===== src/rtl/germ_pkg.sv =====
// Types and constants of the GPIO edge report and mirror block
`timescale 1ns / 1ps
`default_nettype none
package germ_pkg;

  localparam int unsigned NUM_IN    = 8;
  localparam int unsigned NUM_OUT   = 16;
  localparam int unsigned TGT_W     = 4;
  localparam int unsigned MODE_W    = 2;
  localparam int unsigned CFG_IDX_W = 2;
  localparam int unsigned CFG_DATA_W = 32;

  // Channel map: outputs first, then inputs
  localparam logic [4:0] CH_FIRST_IN  = 5'd16;
  localparam logic [4:0] CH_LAST_IN   = 5'd23;

  typedef enum logic [1:0] {
    OP_SAMPLE  = 2'd0,
    OP_WRITE   = 2'd1,
    OP_READ    = 2'd2,
    OP_COLLECT = 2'd3
  } op_t;

  typedef enum logic [MODE_W-1:0] {
    EDGE_OFF     = 2'd0,
    EDGE_ANY     = 2'd1,
    EDGE_RISING  = 2'd2,
    EDGE_FALLING = 2'd3
  } edge_mode_t;

  // Configuration register indexes
  localparam logic [CFG_IDX_W-1:0] CFG_EDGE_MODE     = 2'd0;
  localparam logic [CFG_IDX_W-1:0] CFG_REPORT_ENABLE = 2'd1;
  localparam logic [CFG_IDX_W-1:0] CFG_MIRROR_ENABLE = 2'd2;
  localparam logic [CFG_IDX_W-1:0] CFG_MIRROR_TARGET = 2'd3;

  typedef struct packed {
    logic [1:0]  operation;
    logic [7:0]  input_levels;
    logic [4:0]  channel;
    logic        bit_value;
  } in_item_t;

  typedef struct packed {
    logic [15:0] output_image;
    logic        read_bit;
    logic [7:0]  changed_flags;
    logic [7:0]  reported_mask;
    logic        bad_channel;
  } out_item_t;

  typedef struct packed {
    logic [15:0] edge_mode;
    logic [7:0]  report_enable;
    logic [7:0]  mirror_enable;
    logic [31:0] mirror_target;
  } cfg_t;

  typedef struct packed {
    logic [NUM_IN-1:0]  last_levels;
    logic [NUM_IN-1:0]  change_flags;
    logic [NUM_OUT-1:0] output_levels;
  } state_t;

endpackage
`default_nettype wire


===== src/rtl/gpio_edge_report_and_mirror_top.sv =====
// Each result beat is computed combinationally and registered in the result buffer.
// Throughput: one beat per cycle while in_stall is low; the state update is a single combinational pass.
// A two-entry result buffer keeps intake going for one beat while out_stall is high.
// in_stall rises only when both result entries are full.
// Reset (rst_n low, synchronous) clears configuration, pin state, flags and buffer.
`timescale 1ns / 1ps
`default_nettype none
module gpio_edge_report_and_mirror_top (
  input  logic                                 clk,
  input  logic                                 rst_n,
  input  logic                                 in_valid,
  output logic                                 in_stall,
  input  germ_pkg::in_item_t                   in_data,
  output logic                                 out_valid,
  input  logic                                 out_stall,
  output germ_pkg::out_item_t                  out_data,
  input  logic                                 cfg_we,
  input  logic [germ_pkg::CFG_IDX_W-1:0]       cfg_index,
  input  logic [germ_pkg::CFG_DATA_W-1:0]      cfg_wdata
);
  import germ_pkg::*;

  cfg_t      cfg_r;
  state_t    state_r;
  state_t    state_nxt;
  out_item_t result;
  logic      in_accept;

  assign in_accept = in_valid && !in_stall;

  // Configuration register writes
  always_ff @(posedge clk) begin
    if (!rst_n) begin
      cfg_r <= '0;
    end else if (cfg_we) begin
      unique case (cfg_index)
        CFG_EDGE_MODE:     cfg_r.edge_mode     <= cfg_wdata[15:0];
        CFG_REPORT_ENABLE: cfg_r.report_enable <= cfg_wdata[7:0];
        CFG_MIRROR_ENABLE: cfg_r.mirror_enable <= cfg_wdata[7:0];
        CFG_MIRROR_TARGET: cfg_r.mirror_target <= cfg_wdata[31:0];
        default: ;
      endcase
    end
  end

  germ_core u_core (
    .in_item   (in_data),
    .cfg       (cfg_r),
    .state     (state_r),
    .state_nxt (state_nxt),
    .result    (result)
  );

  // Hold pin state; update on each accepted beat
  always_ff @(posedge clk) begin
    if (!rst_n) begin
      state_r <= '0;
    end else if (in_accept) begin
      state_r <= state_nxt;
    end
  end

  germ_skid u_skid (
    .clk        (clk),
    .rst_n      (rst_n),
    .push_valid (in_valid),
    .push_stall (in_stall),
    .push_data  (result),
    .out_valid  (out_valid),
    .out_stall  (out_stall),
    .out_data   (out_data)
  );

endmodule
`default_nettype wire


===== src/rtl/germ_core.sv =====
// Per-beat operation logic: sample, write, read and collect
`timescale 1ns / 1ps
`default_nettype none
module germ_core (
  input  germ_pkg::in_item_t  in_item,
  input  germ_pkg::cfg_t      cfg,
  input  germ_pkg::state_t    state,
  output germ_pkg::state_t    state_nxt,
  output germ_pkg::out_item_t result
);
  import germ_pkg::*;

  logic [NUM_IN-1:0]  diff;
  logic [NUM_IN-1:0]  mir_chg;
  logic [NUM_IN-1:0]  flag_set;
  logic [NUM_OUT-1:0] mirrored;
  logic [NUM_OUT-1:0] written;
  logic [NUM_IN-1:0]  rmask;
  logic               ch_is_out;
  logic               ch_is_in;
  op_t                op;

  assign op        = op_t'(in_item.operation);
  assign diff      = in_item.input_levels ^ state.last_levels;
  assign mir_chg   = diff & cfg.mirror_enable;
  assign ch_is_out = (in_item.channel < CH_FIRST_IN);
  assign ch_is_in  = !ch_is_out && (in_item.channel <= CH_LAST_IN);

  // Flag changed, non-mirrored inputs by their edge mode
  always_comb begin
    edge_mode_t m;
    for (int i = 0; i < NUM_IN; i++) begin
      m = edge_mode_t'(cfg.edge_mode[MODE_W*i +: MODE_W]);
      flag_set[i] = 1'b0;
      if (diff[i] && !cfg.mirror_enable[i]) begin
        unique case (m)
          EDGE_OFF:     flag_set[i] = 1'b0;
          EDGE_ANY:     flag_set[i] = 1'b1;
          EDGE_RISING:  flag_set[i] = in_item.input_levels[i];
          EDGE_FALLING: flag_set[i] = !in_item.input_levels[i];
          default:      flag_set[i] = 1'b0;
        endcase
      end
    end
  end

  // Mirror levels; the highest input wins a shared output bit
  always_comb begin
    for (int t = 0; t < NUM_OUT; t++) begin
      mirrored[t] = state.output_levels[t];
      for (int i = 0; i < NUM_IN; i++) begin
        if (mir_chg[i] && (cfg.mirror_target[TGT_W*i +: TGT_W] == TGT_W'(t))) begin
          mirrored[t] = in_item.input_levels[i];
        end
      end
    end
  end

  // Single output bit write
  always_comb begin
    written = state.output_levels;
    written[in_item.channel[3:0]] = in_item.bit_value;
  end

  assign rmask = state.change_flags & cfg.report_enable;

  // Select next state and result by operation
  always_comb begin
    state_nxt            = state;
    result.read_bit      = 1'b0;
    result.reported_mask = '0;
    result.bad_channel   = 1'b0;
    unique case (op)
      OP_SAMPLE: begin
        state_nxt.last_levels   = in_item.input_levels;
        state_nxt.change_flags  = state.change_flags | flag_set;
        state_nxt.output_levels = mirrored;
      end
      OP_WRITE: begin
        if (ch_is_out) begin
          state_nxt.output_levels = written;
        end else begin
          result.bad_channel = 1'b1;
        end
      end
      OP_READ: begin
        if (ch_is_out) begin
          result.read_bit = state.output_levels[in_item.channel[3:0]];
        end else if (ch_is_in) begin
          result.read_bit = state.last_levels[in_item.channel[2:0]];
        end else begin
          result.bad_channel = 1'b1;
        end
      end
      OP_COLLECT: begin
        result.reported_mask   = rmask;
        state_nxt.change_flags = state.change_flags & ~rmask;
      end
      default: ;
    endcase
    result.output_image  = state_nxt.output_levels;
    result.changed_flags = state_nxt.change_flags;
  end

endmodule
`default_nettype wire


===== src/rtl/germ_skid.sv =====
// Two-entry result buffer that decouples the result channel from intake
`timescale 1ns / 1ps
`default_nettype none
module germ_skid (
  input  logic                clk,
  input  logic                rst_n,
  input  logic                push_valid,
  output logic                push_stall,
  input  germ_pkg::out_item_t push_data,
  output logic                out_valid,
  input  logic                out_stall,
  output germ_pkg::out_item_t out_data
);
  import germ_pkg::*;

  logic      main_valid_r, main_valid_nxt;
  logic      skid_valid_r, skid_valid_nxt;
  out_item_t main_r, main_nxt;
  out_item_t skid_r, skid_nxt;
  logic      push;
  logic      pop;

  assign push = push_valid && !skid_valid_r;
  assign pop  = main_valid_r && !out_stall;

  // Advance the skid entry into the output slot, load a new beat into the output slot, or park a beat in the skid
  always_comb begin
    main_valid_nxt = main_valid_r;
    skid_valid_nxt = skid_valid_r;
    main_nxt       = main_r;
    skid_nxt       = skid_r;
    if (pop) begin
      if (skid_valid_r) begin
        main_nxt       = skid_r;
        skid_valid_nxt = 1'b0;
      end else begin
        main_valid_nxt = push;
        main_nxt       = push_data;
      end
    end else if (push) begin
      if (!main_valid_r) begin
        main_valid_nxt = 1'b1;
        main_nxt       = push_data;
      end else begin
        skid_valid_nxt = 1'b1;
        skid_nxt       = push_data;
      end
    end
  end

  always_ff @(posedge clk) begin
    if (!rst_n) begin
      main_valid_r <= 1'b0;
      skid_valid_r <= 1'b0;
    end else begin
      main_valid_r <= main_valid_nxt;
      skid_valid_r <= skid_valid_nxt;
    end
  end

  // Payload needs no reset
  always_ff @(posedge clk) begin
    main_r <= main_nxt;
    skid_r <= skid_nxt;
  end

  assign push_stall = skid_valid_r;
  assign out_valid  = main_valid_r;
  assign out_data   = main_r;

endmodule
`default_nettype wire


===== config.mk =====
export PLATFORM = sky130hd
export DESIGN_NAME = gpio_edge_report_and_mirror_top
export DESIGN_NICKNAME = d
export VERILOG_FILES = /design/src/rtl/germ_pkg.sv /design/src/rtl/gpio_edge_report_and_mirror_top.sv /design/src/rtl/germ_core.sv /design/src/rtl/germ_skid.sv
export SDC_FILE = /design/constraint.sdc
export NUM_CORES = 1
export LEC_CHECK = 0
export ABC_AREA = 1
export CORE_ASPECT_RATIO = 0.7
export CORE_UTILIZATION = 55
export CTS_CLUSTER_SIZE = 14
export DETAILED_ROUTE_END_ITERATION = 16
export DONT_BUFFER_PORTS = 1
export PLACE_DENSITY = 0.73
export SLEW_MARGIN = 25
export SYNTH_ARGS = -nofsm -noshare
export SYNTH_HDL_FRONTEND = slang
export SYNTH_SLANG_ARGS = --single-unit

===== constraint.sdc =====
create_clock -name clk -period 4 [get_ports clk]
set_input_delay 0.8 -clock clk [delete_from_list [all_inputs] [get_ports clk]]
set_output_delay 0.8 -clock clk [all_outputs]
set_load 0.01 [all_outputs]

# Word level (Yosys, flattened, before mapping)

Index checks and enable logic that the tools add are counted.

Flip-flop bits (word level): 166
Bits in latches: 0
RAM bits: 0
Bits in read-only memories: 0
Bits of input ports: 55
Memories kept: 0

$add $sub $neg: 0
Multipliers: 0
Divide/modulo/power cells: 0
$lt $le $gt $ge: 5
Equal/unequal tests: 152
Shifts and indexed selects: 0
Muxes and demuxes: 169
Bitwise gates (word level): 8
Reduce and logical (&&, ||, !) cells: 188

Operator list:

| cell                 | count |
|---|---|
| $eq A4 B4 Y1 const B | 64 |
| $mux W1              | 148 |
| $logic_and A1 B1 Y1  | 140 |
| $mux W34             | 4 |
| $eq A4 B3 Y1 const B | 32 |
| $eq A4 B2 Y1 const B | 16 |
| $eq A2 B2 Y1 const B | 20 |
| $eq A4 B1 Y1 const B | 8 |
| $logic_not A4 Y1     | 8 |
| $pmux W1 S4          | 8 |
| $pmux W16 S2         | 1 |
| $and A8 B8 Y8        | 3 |
| $eq A2 B1 Y1 const B | 10 |
| $logic_not A2 Y1     | 10 |
| $logic_not A1 Y1     | 19 |
| $bwmux W16           | 1 |
| $mux W16             | 1 |
| $pmux W8 S2          | 1 |
| $reduce_and A2 Y1    | 8 |
| $mux W8              | 1 |
| $not A8 Y8           | 1 |
| $or A8 B8 Y8         | 1 |
| $xor A8 B8 Y8        | 1 |
| $le A5 B5 Y1 const B | 1 |
| 13 further kinds     | 15 |

# Logic depth before layout (Yosys ltp)

Depth in word-level cells: 15
Depth in mapped cells: 20

# Hierarchy

From an unflattened synthesis, not the netlist that was laid out.

Cell total of the unflattened synthesis: 1670
Area, all modules: 10602.7 µm²

By module, submodules not included:

| module                          | instances | cells each | area an instance (µm²) | sequential area each (µm²) |
|---|---|---|---|---|
| germ_core                       | 1         | 924        | 4244.1                 | 0.0 |
| gpio_edge_report_and_mirror_top | 1         | 553        | 3761.1                 | 1921.8 |
| germ_skid                       | 1         | 193        | 2597.5                 | 2082.0 |

# Worst setup path before layout

Ideal clock, no wire load.

Path type: input port to flip-flop
Start point: in in_valid
End point: reg u_skid.main_r, in the netlist u_skid.out_data[0] (enable)
Setup time: 0.472 ns
Arrival time: 3.503 ns
Slack: 0.024 ns
Cell stages on the path: 3
Buffers on the path: 1
Path through: nand2_1 -> clkbuf_1 -> o21ai_0

Word-level cells in the longest chain between the ends: 3

Ends and longest elaborated chain:

| item                                | line                                  | RTL |
|---|---|---|
| from (decl)                         | gpio_edge_report_and_mirror_top.sv:11 | `input logic in_valid,` |
| $logic_and A1 B1 Y1                 | germ_skid.sv:23                       | `assign push = push_valid && !skid_valid_r;` |
| $reduce_bool A2 Y1 (no source line) | -                                     |  |
| $reduce_and A2 Y1 (no source line)  | -                                     |  |
| to (signal assigned)                | germ_skid.sv:63                       | `main_r <= main_nxt;` |
| to (decl)                           | germ_skid.sv:18                       | `out_item_t main_r, main_nxt;` |

Every way passes these cells.
A chain may end at the register's enable or synchronous reset.

==> implementation parameters <==
Parameter                              Value

Worst setup path
  Cell type of the slowest stage on the worst timing path ... o31ai_1
  Maximum single-stage delay on the critical path ... 0.67 ns
  Most frequent cell on the critical path ... nand2_1
  Critical path capture point type ... flop
  Highest net fanout along the worst path ... 14
  Required time worst endpoint ... 4.31 ns
  WS Path Type ... in -> reg
  Number of buffer and inverter instances along the worst setup path ... 3
  Data arrival time of the worst path ... 2.91 ns
  Kind of cell adding the most delay to the critical path ... simple AND/OR/NAND/NOR gates
  Critical path cell sequence ... inv_1 > ha_1 > buf_4 > inv_1 > nor2_1 > nand2_1 > o31ai_1 > nand2_1 > nand2_1
  Worst setup SP type ... primary input

CTS
  Maximum level of the CTS H-tree ... 4
  Hold bufs inserted after CTS ... 0
  Latest clock arrival within the worst-skew pair ... 0.44 ns
  Post-CTS Repair Setup Buffers ... 0
  Master cell of the clock root buffer ... clkbuf_16
  Max Buffers Root-to-Sink ... 2
  Number of CTS-inserted buffers ... 17
  Post_cts resized ... 0
  Clock tree sinks ... 166
  CTS tree ... built
  Clock Pin Slew Worst Setup and Hold Paths ... 0.08 ns

Placed design
  Count of buffers from port buffering ... 0
  Placed wire-length estimate after detailed placement ... 23570 microns
  Gpl congestion ... 0.9778

Drt
  Residual DRC ... 0
  Pre-antenna DRT Iters ... 5
  Number of vias per cell after detailed routing ... 5.672
  Antenna violation net count after detailed routing ... 0
  WL per Instance ... 18.10 microns
  Violation count after the first detailed-routing iteration ... 1141
  DRT Wirelength ... 31440 microns
  DR vias ... 9852

Pwr
  Pwr/cell area ... 389.0 nW/um^2
  Leakage power figure ... 4.928 nW
  Worst-case vdd ir drop ... 0.3511 mV

Final layout
  Leading cell types in the layout, fill and taps excluded ... nand2_1 (356), nor2_1 (231), inv_1 (201)
  Commonest non-fill, non-tap cell in the layout ... nand2_1
  Antenna Cells ... 0
  Final core occ ... 61.99%
  Nets ... 1552
  Fraction of final layout cells with drive strength greater than 1 ... 6.773%
  Post-synthesis to final-layout area growth ... 8.163%

Die
  Number of rows in the core area ... 40
  CORE AREA ... 17520 sq um
  Die width ... 163.5 microns
  Full die area ... 18810 sq um
  Starting density of the core ... 57.31%
  Die Y-Extent ... 115.0 microns
  Number of top-level pins ... 91

Timing
  Final critical-path share of the clock period ... 65.03%
  Aggregate negative setup slack ... 0 ns
  Final number of hold-violating endpoints ... 0
  Final critical delay including setup and external delays ... 2.601 ns
  Setup repair after global routing missed its margin ... no
  Transition time of the tightest slew-check pin ... 0.7403 ns
  Total count of max-transition violations in the final report ... 0
  Worst relative slew slack ... 50.46%
  Timing-limited maximum frequency ... 384.4 MHz
  Clock Skew ... 0.02144 ns
  Final setup violation count ... 0

Run
  Max-capacitance violation count ... 0

Status
  Status ... complete, no violations

Yosys
  Cell area after synthesis ... 10040 sq um
  Yosys warns ... 0
  Synth unique cells ... 48
  Async SR Flop Fraction ... 0%
  Top post-synthesis cells by area ... edfxtp_1 (20%), dfxtp_1 (20%), nand2_1 (13%)
  Register area share after synthesis ... 39.88%
  Post-synth top area cell ... edfxtp_1
  Number of synthesized flops with an enable pin ... 68
  Most instantiated flip-flop cell in the synthesis netlist ... dfxtp_1
  Flip-flop and latch count after synthesis ... 166
  Gate Count Post-Synth ... 1510
  Share of Yosys cell area claimed by the top area cell type ... 20.34%
  Syn avg cell area ... 6.649 sq um
  Synthesized net count ... 1569

Min path
  Class of the tightest hold or removal check ... reg -> reg

GRT
  Number of global-route vias before repair ... 9017
  Wire length of the first global-routing pass ... 48960 microns
  Number of antenna violations at the first check in global routing ... 0
  Grt total ovfl ... 0
  Total routing usage reported by global routing ... 34.39%
  Pin count of the biggest net entering global routing ... 68
## cell usage after synthesis (2+ instances only)
library cell	count
nor3_1	8
buf_1	2
nor2_8	3
ha_1	4
inv_1	202
clkinv_1	3
o221ai_1	2
nor2_1	231
nor2_2	5
nand3_1	93
nand2_1	357
nand2_4	3
buf_2	4
clkbuf_1	37
buf_4	2
nand2_2	13
a22oi_1	2
xor2_1	7
nand3b_1	4
dfxtp_1	98
or2_2	13
inv_2	7
a21oi_1	147
xnor2_1	5
nand4_1	3
o21ai_1	18
a311oi_1	6
o21ai_0	132
nor2_4	5
a31oi_1	5
edfxtp_1	68
o22ai_1	4
a211oi_1	2
## cell type report
cell class	instances	area, sq um
Clock buffer	17	425.4
Sequential cell	166	4004
Multi-Input combinational cell	1086	5071
Inverter	212	795.8
Tap cell	231	289.0
Clock inverter	15	198.9
Timing Repair Buffer	10	75.07
Fill cell	1651	6658
## metrics by stage
step	cells	worst slack [ns]	cell area, sq um	hold WS [ns]	power [mW]
after global placement	1705	1.014	10230	0.4592	2.522
after detailed placement	1705	1.025	10230	0.4748	2.530
after global routing	1737	1.350	10860	0.4845	4.382
final	1737	1.399	10860	0.4861	4.224
after CTS	1737	1.430	10850	0.4804	4.223
after floorplan	1510	0.02439	10040	0.4446	2.383
## tightest hold or removal path: stages (launching register included)
cell	delay, ns
dfxtp_1	0.32
inv_1	0.07
a21oi_1	0.06
## registers in the layout, indices dropped and copies added, names as in the netlist
name               count
cfg_r                 64
u_skid.skid_r         34
u_skid.push_stall      1
u_skid.out_valid       1
state_r               32
u_skid.out_data       34
## cells by family (layout without fill, tap and decap cells)
kind of cell             count (synthesis)  in the layout  synth area share, %
buffers and inverters                  258            254                9.845
AND/OR/NAND/NOR                        746            746                31.80
XOR/XNOR                                13             13                1.209
adder cells (fa/ha/maj)                  4              4               0.4985
flip-flops                             166            166                39.88
AO/OA/AOI/OAI                          323            323                16.76
## metal layers
layer  part of all wire, %  wire length, microns  global-route usage [%]
met1                    46                 14430                   49.59
met3                    12                  3672                   10.53
met4                   2.0                   639                   10.25
met5                     0                     0                       0
met2                    40                 12690                   49.15
## final timing paths
| check | slack [ns] | depth (start not counted) | start | to |
|---|---|---|---|---|
| min reg2reg | 0.49 | 2 | cfg_r[34]$_SDFFE_PN0P_ | cfg_r[34]$_SDFFE_PN0P_ |
| min | 0.49 | 2 | cfg_r[34]$_SDFFE_PN0P_ | cfg_r[34]$_SDFFE_PN0P_ |
| max reg2reg | 1.51 | 10 | u_skid.out_valid$_SDFFE_PN0P_ | u_skid.out_data[20]$_DFFE_PP_ |
| max | 1.40 | 9 | in_data[14] | u_skid.out_data[15]$_DFFE_PP_ |
## report_power, final
group	switching (mW)	internal (mW)
Clock	0.858	0.857
Combinational	0.371	0.150
Sequential	0.102	1.89
Total	1.33	2.89
No activity file was read; power rests on OpenSTA's default activity.
